File: src/sv/html_tag_stripper_unit_defines.svh
// Assertion macros used by the HTML tag stripper top level.
`ifndef HTML_TAG_STRIPPER_UNIT_DEFINES_SVH
`define HTML_TAG_STRIPPER_UNIT_DEFINES_SVH

`ifndef SYNTH
`define HTS_ASSERT(lbl, clk_i, rst_ni, prop) \
	lbl: assert property (@(posedge clk_i) disable iff (!rst_ni) (prop)) \
		else $error("html tag stripper assertion failed");
`define HTS_ASSERT_NEXT(lbl, clk_i, rst_ni, ante, cons) \
	lbl: assert property (@(posedge clk_i) disable iff (!rst_ni) (ante) |=> (cons)) \
		else $error("html tag stripper assertion failed");
`else
`define HTS_ASSERT(lbl, clk_i, rst_ni, prop)
`define HTS_ASSERT_NEXT(lbl, clk_i, rst_ni, ante, cons)
`endif

`endif

File: src/sv/hts_pkg.sv
// Types and constants shared by the HTML tag stripper modules.
`default_nettype none

package hts_pkg;

	localparam int MAX_TAG_LEN_DEF = 6;
	localparam int NUM_BLOCK_TAGS  = 9;
	localparam int TAG_MAX_CHARS   = 6;
	localparam int TAG_LEN_W       = 3;

	localparam logic [NUM_BLOCK_TAGS-1:0] BLOCK_TAG_MASK_RST = '1;

	localparam logic [7:0] CH_LT      = "<";
	localparam logic [7:0] CH_GT      = ">";
	localparam logic [7:0] CH_AMP     = "&";
	localparam logic [7:0] CH_SEMI    = ";";
	localparam logic [7:0] CH_SLASH   = "/";
	localparam logic [7:0] CH_UPPER_A = "A";
	localparam logic [7:0] CH_UPPER_Z = "Z";
	localparam logic [7:0] CH_HT      = 8'd9;
	localparam logic [7:0] CH_CR      = 8'd13;
	localparam logic [7:0] CH_SP      = 8'd32;
	localparam logic [7:0] CH_NL      = 8'd10;
	localparam logic [7:0] CASE_OFS   = 8'd32;

	localparam logic [7:0] BLOCK_TAG_CHARS [NUM_BLOCK_TAGS][TAG_MAX_CHARS] = '{
		'{"p", 8'h00, 8'h00, 8'h00, 8'h00, 8'h00},
		'{"d", "i", "v", 8'h00, 8'h00, 8'h00},
		'{"b", "r", 8'h00, 8'h00, 8'h00, 8'h00},
		'{"h", "1", 8'h00, 8'h00, 8'h00, 8'h00},
		'{"h", "2", 8'h00, 8'h00, 8'h00, 8'h00},
		'{"l", "i", 8'h00, 8'h00, 8'h00, 8'h00},
		'{"t", "i", "t", "l", "e", 8'h00},
		'{"h", "e", "a", "d", "e", "r"},
		'{"f", "o", "o", "t", "e", "r"}
	};

	localparam logic [TAG_LEN_W-1:0] BLOCK_TAG_LENS [NUM_BLOCK_TAGS] = '{
		3'd1, 3'd3, 3'd2, 3'd2, 3'd2, 3'd2, 3'd5, 3'd6, 3'd6
	};

	typedef enum logic [2:0] {
		MODE_TEXT   = 3'b001,
		MODE_TAG    = 3'b010,
		MODE_ENTITY = 3'b100
	} hts_mode_t;

	typedef struct packed {
		logic       emit;
		logic [7:0] ch;
	} hts_result_t;

endpackage

`default_nettype wire

File: src/sv/hts_matcher.sv
// Parallel compare of the stored tag name against the enabled block tags.
`default_nettype none

module hts_matcher #(
	parameter int MAX_TAG_LEN = hts_pkg::MAX_TAG_LEN_DEF,
	localparam int LEN_W = $clog2(MAX_TAG_LEN + 1)
) (
	input  wire logic [MAX_TAG_LEN-1:0][7:0]           name_buf,
	input  wire logic [LEN_W-1:0]                      name_len,
	input  wire logic                                  name_overflow,
	input  wire logic [hts_pkg::NUM_BLOCK_TAGS-1:0]    mask,
	output logic                                       hit
);

	logic [hts_pkg::NUM_BLOCK_TAGS-1:0] tag_eq;

	always_comb begin
		for (int t = 0; t < hts_pkg::NUM_BLOCK_TAGS; t++) begin
			tag_eq[t] = mask[t] && (name_len == LEN_W'(hts_pkg::BLOCK_TAG_LENS[t]));
			for (int k = 0; k < hts_pkg::TAG_MAX_CHARS; k++) begin
				if ((k < int'(hts_pkg::BLOCK_TAG_LENS[t])) &&
				    (name_buf[k] != hts_pkg::BLOCK_TAG_CHARS[t][k])) begin
					tag_eq[t] = 1'b0;
				end
			end
		end
		hit = !name_overflow && (|tag_eq);
	end

endmodule

`default_nettype wire

File: src/sv/hts_parser.sv
// Parse state, tag name store and per-byte result decode.
`default_nettype none

module hts_parser #(
	parameter int MAX_TAG_LEN = hts_pkg::MAX_TAG_LEN_DEF
) (
	input  wire logic                               clk,
	input  wire logic                               arst_n,
	input  wire logic                               step,
	input  wire logic [7:0]                         ch,
	input  wire logic [hts_pkg::NUM_BLOCK_TAGS-1:0] mask,
	output hts_pkg::hts_result_t                    res
);

	localparam int LEN_W = $clog2(MAX_TAG_LEN + 1);

	hts_pkg::hts_mode_t              mode_q, mode_d;
	logic [MAX_TAG_LEN-1:0][7:0]     name_q;
	logic [LEN_W-1:0]                len_q, len_d;
	logic                            done_q, done_d;
	logic                            ovf_q, ovf_d;
	logic                            wr_en;
	logic [7:0]                      lc_char;
	logic                            is_ws;
	logic                            hit;

	hts_matcher #(
		.MAX_TAG_LEN(MAX_TAG_LEN)
	) u_matcher (
		.name_buf     (name_q),
		.name_len     (len_q),
		.name_overflow(ovf_q),
		.mask         (mask),
		.hit          (hit)
	);

	assign is_ws = (ch == hts_pkg::CH_SP) || ((ch >= hts_pkg::CH_HT) && (ch <= hts_pkg::CH_CR));
	assign lc_char = ((ch >= hts_pkg::CH_UPPER_A) && (ch <= hts_pkg::CH_UPPER_Z)) ?
		ch + hts_pkg::CASE_OFS : ch;

	always_comb begin
		mode_d = mode_q;
		len_d  = len_q;
		done_d = done_q;
		ovf_d  = ovf_q;
		wr_en  = 1'b0;
		res    = '0;
		if (step) begin
			priority if (mode_q == hts_pkg::MODE_ENTITY) begin
				if (ch == hts_pkg::CH_SEMI) begin
					mode_d = hts_pkg::MODE_TEXT;
				end
			end else if (ch == hts_pkg::CH_LT) begin
				mode_d = hts_pkg::MODE_TAG;
				len_d  = '0;
				done_d = 1'b0;
				ovf_d  = 1'b0;
			end else if (ch == hts_pkg::CH_GT) begin
				mode_d   = hts_pkg::MODE_TEXT;
				res.emit = hit;
				res.ch   = hts_pkg::CH_NL;
			end else if (mode_q == hts_pkg::MODE_TAG) begin
				if (!((ch == hts_pkg::CH_SLASH) || done_q)) begin
					if (is_ws) begin
						done_d = 1'b1;
					end else if (len_q < LEN_W'(MAX_TAG_LEN)) begin
						wr_en = 1'b1;
						len_d = len_q + 1'b1;
					end else begin
						ovf_d = 1'b1;
					end
				end
			end else if (ch == hts_pkg::CH_AMP) begin
				mode_d   = hts_pkg::MODE_ENTITY;
				res.emit = 1'b1;
				res.ch   = hts_pkg::CH_SP;
			end else begin
				res.emit = 1'b1;
				res.ch   = ch;
			end
		end
	end

	always_ff @(posedge clk or negedge arst_n) begin
		if (!arst_n) begin
			mode_q <= hts_pkg::MODE_TEXT;
			name_q <= '0;
			len_q  <= '0;
			done_q <= 1'b0;
			ovf_q  <= 1'b0;
		end else begin
			mode_q <= mode_d;
			len_q  <= len_d;
			done_q <= done_d;
			ovf_q  <= ovf_d;
			for (int i = 0; i < MAX_TAG_LEN; i++) begin
				if (wr_en && (len_q == LEN_W'(i))) begin
					name_q[i] <= lc_char;
				end
			end
		end
	end

endmodule

`default_nettype wire

File: src/sv/html_tag_stripper_unit.sv
// Top level of the HTML tag stripper: input stage, parser, result register, mask register.
//
//  channel  | handshake              | payload
//  ---------+------------------------+-------------------------
//  input    | in_valid / in_ready    | in_char   [7:0]
//  output   | out_valid / out_ready  | out_char  [7:0]
//  config   | cfg_we                 | cfg_wdata [8:0] (block tag mask)
//
//  One byte per cycle unless output stalls; bytes pass input stage, then result register.
//  The parser decodes the byte held in the input stage into the result register.
//  A byte that yields no text leaves the result register empty.
//  A stalled result holds the input stage; in_ready stays high while the output drains.
//  Reset clears parse state, tag name store and sets the mask to all ones.
`default_nettype none
`include "html_tag_stripper_unit_defines.svh"

module html_tag_stripper_unit #(
	parameter int MAX_TAG_LEN = hts_pkg::MAX_TAG_LEN_DEF
) (
	input  wire logic                               clk,
	input  wire logic                               arst_n,
	input  wire logic                               in_valid,
	output logic                                    in_ready,
	input  wire logic [7:0]                         in_char,
	output logic                                    out_valid,
	input  wire logic                               out_ready,
	output logic [7:0]                              out_char,
	input  wire logic                               cfg_we,
	input  wire logic [hts_pkg::NUM_BLOCK_TAGS-1:0] cfg_wdata
);

	logic                               valid_s1;
	logic [7:0]                         char_s1;
	logic                               adv_s1;
	logic                               out_stall;
	logic                               out_valid_q;
	logic [7:0]                         out_char_q;
	logic [hts_pkg::NUM_BLOCK_TAGS-1:0] mask_q;
	hts_pkg::hts_result_t               res;

	assign out_stall = out_valid_q && !out_ready;
	assign adv_s1    = valid_s1 && !out_stall;
	assign in_ready  = !valid_s1 || adv_s1;

	hts_parser #(
		.MAX_TAG_LEN(MAX_TAG_LEN)
	) u_parser (
		.clk   (clk),
		.arst_n(arst_n),
		.step  (adv_s1),
		.ch    (char_s1),
		.mask  (mask_q),
		.res   (res)
	);

	always_ff @(posedge clk or negedge arst_n) begin
		if (!arst_n) begin
			mask_q <= hts_pkg::BLOCK_TAG_MASK_RST;
		end else if (cfg_we) begin
			mask_q <= cfg_wdata;
		end
	end

	always_ff @(posedge clk or negedge arst_n) begin
		if (!arst_n) begin
			valid_s1 <= 1'b0;
		end else if (in_ready) begin
			valid_s1 <= in_valid;
		end
	end

	always_ff @(posedge clk) begin
		if (in_valid && in_ready) begin
			char_s1 <= in_char;
		end
	end

	always_ff @(posedge clk or negedge arst_n) begin
		if (!arst_n) begin
			out_valid_q <= 1'b0;
		end else if (adv_s1) begin
			out_valid_q <= res.emit;
		end else if (out_ready) begin
			out_valid_q <= 1'b0;
		end
	end

	always_ff @(posedge clk) begin
		if (adv_s1 && res.emit) begin
			out_char_q <= res.ch;
		end
	end

	assign out_valid = out_valid_q;
	assign out_char  = out_char_q;

	`HTS_ASSERT(a_ready_when_drained, clk, arst_n, (!out_valid || out_ready) |-> in_ready)
	`HTS_ASSERT_NEXT(a_stage_holds, clk, arst_n, valid_s1 && out_stall, valid_s1 && $stable(char_s1))
	`HTS_ASSERT(a_result_from_stage, clk, arst_n, $rose(out_valid) |-> $past(adv_s1))

endmodule

`default_nettype wire

File: config.mk
export PLATFORM = sky130hd
export DESIGN_NAME = html_tag_stripper_unit
export DESIGN_NICKNAME = d
export VERILOG_FILES = /design/src/sv/hts_pkg.sv /design/src/sv/hts_matcher.sv /design/src/sv/hts_parser.sv /design/src/sv/html_tag_stripper_unit.sv
export VERILOG_INCLUDE_DIRS = /design/src /design/src/sv
export SDC_FILE = /design/constraint.sdc
export NUM_CORES = 1
export LEC_CHECK = 0
export ABC_CLOCK_PERIOD_IN_PS = 2800
export BUFFER_PORTS_ARGS = -buffer_cell sky130_fd_sc_hd__buf_4
export CAP_MARGIN = 40
export CORE_MARGIN = 3
export CORE_UTILIZATION = 62
export CTS_BUF_LIST = sky130_fd_sc_hd__clkbuf_8
export CTS_CLUSTER_SIZE = 25
export DETAILED_ROUTE_END_ITERATION = 8
export GPL_TIMING_DRIVEN = 0
export PLACE_DENSITY = 0.82
export SKIP_CTS_REPAIR_TIMING = 1
export SLEW_MARGIN = 20
export SYNTH_ARGS = -nofsm -noshare
export SYNTH_HDL_FRONTEND = slang
export SYNTH_SLANG_ARGS = --single-unit
export TNS_END_PERCENT = 5
File: constraint.sdc
create_clock -name clk -period 2.8 [get_ports clk]
set_input_delay 0.14 -clock clk [delete_from_list [all_inputs] [get_ports clk]]
set_output_delay 0.14 -clock clk [all_outputs]
set_load 0.1 [all_outputs]
== Word level (Yosys, flattened, before mapping) ==
Index checks and enable logic that the tools add are counted.
W data, S select, Z words.

* Register bits after elaboration: 83
* Latch bits: 0
* Bits in writable memories: 0
* ROM bits: 0
* Input bits: 22
* Output and inout bits: 10
* Word-level logic and storage cells: 180
* Memories: 0

* Add/subtract/negate cells: 2
* Multipliers: 0
* Div/mod/pow operators: 0
* Magnitude comparators: 5
* Equality and inequality tests: 42
* Shift-type cells: 0
* Muxes and demuxes: 69
* Bitwise logic cells: 2
* Reductions and logical operators: 43

{| class="wikitable"
|+ Operators by type and width
! cell !! number
|-
| $ne A8 B7 Y1 const B || 20
|-
| $mux W1 || 50
|-
| $eq A8 B6 Y1 const B || 6
|-
| $mux W9 || 5
|-
| $mux W3 || 12
|-
| $logic_and A1 B1 Y1 || 22
|-
| $mux W8 || 2
|-
| $ne A8 B6 Y1 const B || 2
|-
| $reduce_and A7 Y1 || 2
|-
| $eq A3 B3 Y1 const B || 4
|-
| $eq A3 B2 Y1 const B || 3
|-
| $reduce_or A9 Y1 || 1
|-
| $add A8 B6 Y8 const B || 1
|-
| $ge A8 B4 Y1 const B || 1
|-
| $ge A8 B7 Y1 const B || 1
|-
| $le A8 B4 Y1 const B || 1
|-
| $le A8 B7 Y1 const B || 1
|-
| $reduce_bool A2 Y1 || 4
|-
| $ne A2 B1 Y1 const B || 3
|-
| $reduce_and A6 Y1 || 1
|-
| $reduce_or A6 Y1 || 1
|-
| $reduce_or A5 Y1 || 1
|-
| $logic_not A1 Y1 || 4
|-
| $ne A2 B2 Y1 const B || 2
|-
| 10 further kinds || 13
|}

== Logic depth before layout (Yosys ltp) ==
Gate-level depths: netlist of run 1.

* Word-level depth: 15
* Depth in mapped cells: 8
* Depth with buffers taken out: 7

== Hierarchy ==
A second synthesis of run 1 with hierarchy kept.

* Cell total of the unflattened synthesis: 320
* Area, all modules: 4,172.8 um^2

{| class="wikitable"
|+ Modules (own cells, without submodules)
! module !! instances !! cells each !! area an instance (um^2) !! sequential area each (um^2)
|-
| hts_parser || 1 || 221 || 2,813.9 || 1,402.6
|-
| html_tag_stripper_unit || 1 || 45 || 959.7 || 767.0
|-
| hts_matcher || 1 || 54 || 399.1 || 0.0
|}

== Least setup slack after synthesis of run 1 ==
Ideal clock, no wire load.

* Kind: register -> register
* Start point: register out_valid_q (netlist: out_valid)
* End point: register char_s1[0] (enable)
* Library setup time: 0.280 ns
* Data arrival time: 2.370 ns
* Slack: 0.150 ns
* Stages on the path, launching flop included: 4
* Path buffers: 0
* Period minus slack after synthesis: 2.650 ns
* Cells stage by stage: dfrtp_1 > nor2b_1 > nand2_1 > and2_1

* Longest elaborated chain between the ends: 5

{| class="wikitable"
|+ Ends and longest elaborated chain
! item !! line !! source
|-
| start: declaration || html_tag_stripper_unit.sv:36 || <nowiki>logic out_valid_q;</nowiki>
|-
| start signal: assignment || html_tag_stripper_unit.sv:82 || <nowiki>out_valid_q <= res.emit;</nowiki>
|-
| $logic_and A1 B1 Y1 || html_tag_stripper_unit.sv:41 || <nowiki>assign out_stall = out_valid_q && !out_ready;</nowiki>
|-
| $logic_not A1 Y1 || html_tag_stripper_unit.sv:42 || <nowiki>assign adv_s1 = valid_s1 && !out_stall;</nowiki>
|-
| $logic_and A1 B1 Y1 || html_tag_stripper_unit.sv:42 ||
|-
| $logic_or A1 B1 Y1 || html_tag_stripper_unit.sv:43 || <nowiki>assign in_ready = !valid_s1 || adv_s1;</nowiki>
|-
| named net in_ready || html_tag_stripper_unit.sv:23 || <nowiki>output logic in_ready,</nowiki>
|-
| $logic_and A1 B1 Y1 || html_tag_stripper_unit.sv:73 || <nowiki>if (in_valid && in_ready) begin</nowiki>
|-
| end signal: assignment || html_tag_stripper_unit.sv:74 || <nowiki>char_s1 <= in_char;</nowiki>
|-
| end: declaration || html_tag_stripper_unit.sv:33 || <nowiki>logic [7:0] char_s1;</nowiki>
|}

The timed path passes the listed nets, and every way through them passes these cells.
A chain may end at the register's enable or synchronous reset.

== Worst setup path in the final report of run 1 ==
* Start point: register u_parser.len_q[2]
* End point: register out_char_q[2] (netlist: out_char[2]) (enable)

* Longest elaborated chain between the ends: 15

{| class="wikitable"
|+ Ends and longest elaborated chain
! item !! line !! source
|-
| start: declaration || hts_parser.sv:19 || <nowiki>logic [LEN_W-1:0] len_q, len_d;</nowiki>
|-
| start signal: assignment || hts_parser.sv:93 || <nowiki>len_q <= len_d;</nowiki>
|-
| $eq A3 B3 Y1 || hts_matcher.sv:19 || <nowiki>tag_eq[t] = mask[t] && (name_len == LEN_W'(hts_pkg::BLOCK_TAG_LENS[t]));</nowiki>
|-
| $logic_and A1 B1 Y1 || hts_matcher.sv:19 ||
|-
| $mux W1 (6 in series) || hts_matcher.sv:21 || <nowiki>if ((k < int'(hts_pkg::BLOCK_TAG_LENS[t])) &&</nowiki>
|-
| $reduce_or A9 Y1 * || hts_matcher.sv:27 || <nowiki>hit = !name_overflow && (|tag_eq);</nowiki>
|-
| $logic_and A1 B1 Y1 * || hts_matcher.sv:27 ||
|-
| $mux W9 * || hts_parser.sv:58 || <nowiki>end else if (ch == hts_pkg::CH_GT) begin</nowiki>
|-
| $mux W9 * || hts_parser.sv:53 || <nowiki>end else if (ch == hts_pkg::CH_LT) begin</nowiki>
|-
| $mux W9 * || hts_parser.sv:49 || <nowiki>priority if (mode_q == hts_pkg::MODE_ENTITY) begin</nowiki>
|-
| $mux W9 * || hts_parser.sv:48 || <nowiki>if (step) begin</nowiki>
|-
| $logic_and A1 B1 Y1 * || html_tag_stripper_unit.sv:89 || <nowiki>if (adv_s1 && res.emit) begin</nowiki>
|-
| end signal: assignment || html_tag_stripper_unit.sv:90 || <nowiki>out_char_q <= res.ch;</nowiki>
|-
| end: declaration || html_tag_stripper_unit.sv:37 || <nowiki>logic [7:0] out_char_q;</nowiki>
|}

Mark *: on every way between the ends. The rest lies on a longest branch, timed or not.

==> results of run 1 <==
routing by layer:
metal	vias to the layer above	share of wire	track usage
met4	0	0.017	0.09066
met2	112	0.47	0.3897
met1	1457	0.46	0.3461
met5	-	0	0
met3	18	0.059	0.03879
li1	1315	-	-
state kept, by name, summed over array words and instances, names as in the netlist:
name,count
char_s1,8
mask_q,9
out_char,8
out_valid,1
u_parser.done_q,1
u_parser.len_q,3
u_parser.mode_q,3
u_parser.name_q,48
u_parser.ovf_q,1
valid_s1,1
how the worst max path moves through the flow:
stage                       end  slack (ps)  depth (start not counted)
floorplan            char_s1[0]         150                          3
global placement    out_char[5]        -320                          6
detailed placement  out_char[4]        -460                          8
CTS                 out_char[2]        -490                          8
global route        out_char[0]          50                          5
finish              out_char[2]         180                          8
where the power goes:
part	switching (mW)	internal [mW]	leakage [nW]
Sequential	0.164	1.40	1.04
Combinational	0.401	0.276	0.902
Clock	0.472	0.428	0.103
Total	1.04	2.11	2.05
placed cells by master, fill, tap and decap left out, types with 6 or more instances in the layout:
cell	n
and3b_1	7
o21ai_0	6
nand2_1	20
nor4bb_1	7
clkbuf_8	9
dfstp_2	10
and2_1	7
edfxtp_1	16
dlygate4sd3_1	10
dfrtp_1	57
inv_1	8
nand4_1	9
buf_4	30
mux2_2	58
nor3b_1	9
nor2_1	11
ha_1	6
cell families (layout without fill, tap and decap cells):
logic type | Yosys count | in the layout | share of synthesized area
AND/OR/NAND/NOR | 120 | 120 | 0.2084
flip-flops | 83 | 83 | 0.5298
multiplexers | 60 | 60 | 0.1647
AO/OA/AOI/OAI | 33 | 33 | 0.06111
buffers and inverters | 17 | 73 | 0.01772
adder cells (fa/ha/maj) | 6 | 6 | 0.01833
Yosys cell counts (6+ instances only):
library cell  instances  area share
mux2_2               58        0.16
nand2_1              20       0.018
nand4_1               9       0.014
nor4bb_1              7       0.017
nor3b_1               9       0.016
nor3_1                6      0.0073
dfstp_2              10       0.064
ha_1                  6       0.018
o21ai_0               6      0.0073
inv_1                 8      0.0073
edfxtp_1             16        0.12
and3b_1               7       0.015
and2_1                7       0.011
nor2_1               12       0.011
dfrtp_1              57        0.35
clkbuf_1              7      0.0064
cell type report:
cell class / instances / share of cell area
clock buffer: 9 / 0.02607
timing repair buffer: 42 / 0.07504
inverter: 8 / 0.006319
tap: 75 / 0.01975
multi-input combinational: 219 / 0.3915
sequential: 83 / 0.4566
buffer: 7 / 0.007636
clock inverter: 7 / 0.01711
critical path, stage by stage (launching register included):
cell       delay [ps]
dfrtp_1           690
inv_1             170
ha_1              270
and4_1            170
nand4_1           120
o2111ai_1         140
a2111oi_0         410
clkbuf_1          240
nor2_2            130
through the flow:
step / worst slack, ps / setup TNS (ps) / instances / power, mW
floorplan: 150.4 / 0 / 319 / 2.040
global placement: -319.1 / -2553 / 424 / 2.209
detailed placement: -461.9 / -3793 / 424 / 2.236
CTS: -488.7 / -3966 / 440 / 3.129
global route: 46.47 / 0 / 450 / 3.277
finish: 178.9 / 0 / 450 / 3.144
==> impl_metrics.tcl, run 1 <==
set metrics [dict create \
    wl_per_cell_um 19.71 \
    hold_viol_final 0 \
    drt-initial-drc-count 239 \
    die-area_um2 7616 \
    syn_inst 319 \
    setup.worst_path.class "flip-flop to flip-flop" \
    cts.htree.levels 3 \
    num_antenna_cells 0 \
    syn_nets 347 \
    core.rowCount 28 \
    yosys_warnings 0 \
    grt_pass1_wl_um 14240 \
    hold_ws_ps 6.862 \
    antenna_found_initial 0 \
    ys.flop_type "dfrtp_1" \
    synth.distinct_cells 57 \
    final_util 0.7707 \
    fin_crit_ps 2621 \
    cp-start-kind "flip-flop" \
    endpoint_kind "flip-flop" \
    io_buffers 30 \
    powerDensity_nw_per_um2 661.6 \
    multi_input_area_um2 1861 \
    min_path_type "input port to flip-flop" \
    grtUsageTotal 0.2467 \
    r2r-start "u_parser.len_q[2]" \
    initial_core_util 0.6642 \
    ir_drop_mv 0.5708 \
    seq_area_um2 2170 \
    arrival_ps 2720 \
    clock-sinks 83 \
    regToRegEndpoint "out_char[2]" \
    final_cell_area_um2 4752 \
    grt_pass1_vias 2770 \
    post-route-period-util 0.9361 \
    synth_edf_count 16 \
    ant_nets 0 \
    yosysSeqAreaShare 0.5298 \
    drv_slew 0 \
    hold_depth 2 \
    synthArstFlopShare 0.8072 \
    status "complete, no violations" \
    hp-start "cfg_wdata[5]" \
    dpl.hpwl_um 5939 \
    cts_tree "yes" \
    clockBufferDepth 2 \
    clock_tree.root_cell "clkbuf_8" \
    place.gp.congestion 0.9524 \
    fp.dieW_um 87.27 \
    drcViolationCount 0 \
    ff2ff_setup_slack_ps 180 \
    vias_per_cell 6.449 \
    boundaryPins 32 \
    area_delta_synth_final_pct 16.04 \
    worst_pin_slew_ps 817.5 \
    drt_first_pass_iters 5 \
    ys_ff_latch 83 \
    final-setup-viol-count 0 \
    postPlaceCellArea_um2 4414 \
    core_area_um2 6166 \
    synth.cell_area_um2 4095 \
    rsz0062_at_grt "no" \
    nets 398 \
    grt_max_degree 68 \
    finClkSkew_ps 10.18 \
    syn_area_per_cell_um2 12.84 \
    cp_data_required_time_ps 2900 \
    power.leakage_nw 2.047 \
    critical_path.startpoint "u_parser.len_q[2]" \
    max_freq_mhz 381.5 \
    path_clk_slew_ps 90 \
    die_h_um 87.27 \
    cp_max_fo 10 \
    clk_latency_ps 360 \
    max-slew-margin-rel 0.4549 \
    max_cap_violations 0 \
    r2r_cells 8 \
    cts_buffers 9 \
    postRouteWirelength_um 8870 \
    drive_above_1_share 0.3600 \
    overflow 0 \
    vias 2902 \
    num-fill-cells 383 \
    hold_end "mask_q[5]" \
]
Note: power is estimated with default switching activity, not from simulation.
==> run 2, diff against run 1 <==
--- a/config.mk
+++ b/config.mk
@@ -14,6 +14,7 @@
 export CTS_BUF_LIST = sky130_fd_sc_hd__clkbuf_8
 export CTS_CLUSTER_SIZE = 25
 export DETAILED_ROUTE_END_ITERATION = 8
+export GPL_ROUTABILITY_DRIVEN = 0
 export GPL_TIMING_DRIVEN = 0
 export PLACE_DENSITY = 0.82
 export SKIP_CTS_REPAIR_TIMING = 1
==> constraint.sdc (replaced) <==
create_clock -name clk -period 2.8 [get_ports clk]
set_input_delay 0.56 -clock clk [delete_from_list [all_inputs] [get_ports clk]]
set_output_delay 0.56 -clock clk [all_outputs]
set_load 0.1 [all_outputs]
==> run 2 against run 1 <==
Net effect:
- worst setup slack better by 74 ps
- maximum frequency is 2.9% higher
- combinational power is 2% lower
- die area stayed put
- register-to-register slack better by 70 ps
- via count is 5.2% lower
- cell count is 2.2% lower
- critical path type unchanged
- highest routed layer unchanged
==> impl_metrics.tcl, run 2 (synthesis results as in run 1) <==
set metrics [dict create \
    clk_latency_ps 360 \
    cts.htree.levels 3 \
    arrival_ps 2790 \
    die_h_um 87.27 \
    clockBufferDepth 2 \
    regToRegEndpoint "u_parser.name_q[23]" \
    endpoint_kind "flip-flop" \
    setup.worst_path.class "flip-flop to flip-flop" \
    final-setup-viol-count 0 \
    path_delay_family "simple AND/OR/NAND/NOR gates" \
    cts_tree "yes" \
    power.leakage_nw 2.003 \
    final_common_cell "mux2_2" \
    finClkSkew_ps 11.01 \
    postRouteWirelength_um 8432 \
    critical_path.startpoint "u_parser.mode_q[0]" \
    drcViolationCount 0 \
    r2r-start "u_parser.mode_q[0]" \
    wl_per_cell_um 19.16 \
    seq_area_um2 2170 \
    vias_per_cell 6.250 \
    hold_ws_ps 4.217 \
    fin_crit_ps 2547 \
    hold_viol_final 0 \
    io_buffers 30 \
    num-fill-cells 413 \
    total_power_mw 3.040 \
    min_path_type "input port to async pin" \
    slowest_stage "dfstp_2" \
    status "complete, no violations" \
    overflow 0 \
    vias 2750 \
    largest_reg_flops 48 \
    worst_pin_slew_ps 814.9 \
    initial_core_util 0.6642 \
    place_inst 424 \
    drt_first_pass_iters 4 \
    grt_pass1_wl_um 13700 \
    crit_chain "nor3b_1 > nor3b_4 > o221ai_2 > buf_6 > nor4_4 > mux2_2" \
    max_cap_violations 0 \
    cp_num_buf_inv 1 \
    slowest_delay_ps 590 \
    ant_nets 0 \
    path_depth 6 \
    drv_slew 0 \
    r2r_cells 6 \
    grt_max_degree 68 \
    max_freq_mhz 392.6 \
    fp.dieW_um 87.27 \
    area_delta_synth_final_pct 13.35 \
    num_antenna_cells 0 \
    antenna_found_initial 0 \
    cp_data_required_time_ps 3040 \
    drt-initial-drc-count 266 \
    grtUsageTotal 0.2389 \
    clock-sinks 83 \
    powerDensity_nw_per_um2 654.9 \
    rsz0062_at_grt "no" \
    boundaryPins 32 \
    core_area_um2 6166 \
    nets 388 \
    path_clk_slew_ps 80 \
    cts_buffers 9 \
    ff2ff_setup_slack_ps 250 \
    regMostFlops "u_parser.name_q" \
    crit_path_end "u_parser.name_q[23]" \
    ir_drop_mv 0.5823 \
    max-slew-margin-rel 0.4567 \
    fin_cells 440 \
    die-area_um2 7616 \
    post-route-period-util 0.9096 \
    drive_above_1_share 0.3726 \
    grt_pass1_vias 2733 \
    cp-start-kind "flip-flop" \
    layout_common_cells "mux2_2 (58), dfrtp_1 (57), buf_4 (30), nand2_1 (20), edfxtp_1 (16)" \
    multi_input_area_um2 1867 \
    top_regs "u_parser.name_q x48, mask_q x9" \
    clock_tree.root_cell "clkbuf_8" \
    dpl.hpwl_um 5869 \
    cp_max_fo 10 \
    core.rowCount 28 \
]
[run 2: power breakdown]
group	leakage [nW]	internal, mW	switching (mW)	total, mW
logic	0.865	0.268	0.398	0.666
registers	1.04	1.40	0.161	1.56
clock network	0.0964	0.391	0.420	0.811
[run 2: per-layer routing]
layer / up-vias / wire, um / GRT usage
met5: - / 0 / 0
met4: 0 / 170 / 0.09902
met3: 18 / 368 / 0.05109
met2: 66 / 4077 / 0.3699
met1: 1372 / 3815 / 0.3285
li1: 1294 / - / -
[run 2: stage by stage]
step / instance area [um2] / setup WS [ps] / utilization / setup TNS [ps]
after detailed placement: 4414 / -358.3 / 0.7159 / -2877
after CTS: 4602 / -383.2 / 0.7463 / -3053
after floorplan: 4095 / 150.4 / - / 0
final: 4642 / 253.1 / 0.7528 / 0
after global routing: 4642 / 36.48 / 0.7528 / 0
after global placement: 4414 / -292.5 / 0.7159 / -2340
[run 2: final cells by class]
class	count	area share
multi-input combinational	219	0.4022
buffer	7	0.007817
clock buffer	12	0.03558
timing repair buffer	32	0.05553
clock inverter	4	0.004852
inverter	8	0.006469
tap	75	0.02022
sequential	83	0.4674
[run 2: how the worst min path moves through the flow]
stage	start	endpoint
5_1_grt	arst_n	out_valid
6_report	arst_n	out_valid
4_1_cts	arst_n	out_valid
3_3_place_gp	u_parser.ovf_q	u_parser.ovf_q
3_5_place_dp	u_parser.name_q[44]	u_parser.name_q[44]
2_1_floorplan	arst_n	out_valid
[run 2: worst reg2reg max path, cell delays in order, from the launching register on]
cell and delay [ps]:
dfstp_2 590, nor3b_1 110, nor3b_4 370, o221ai_2 220, buf_6 210, nor4_4 530, mux2_2 410
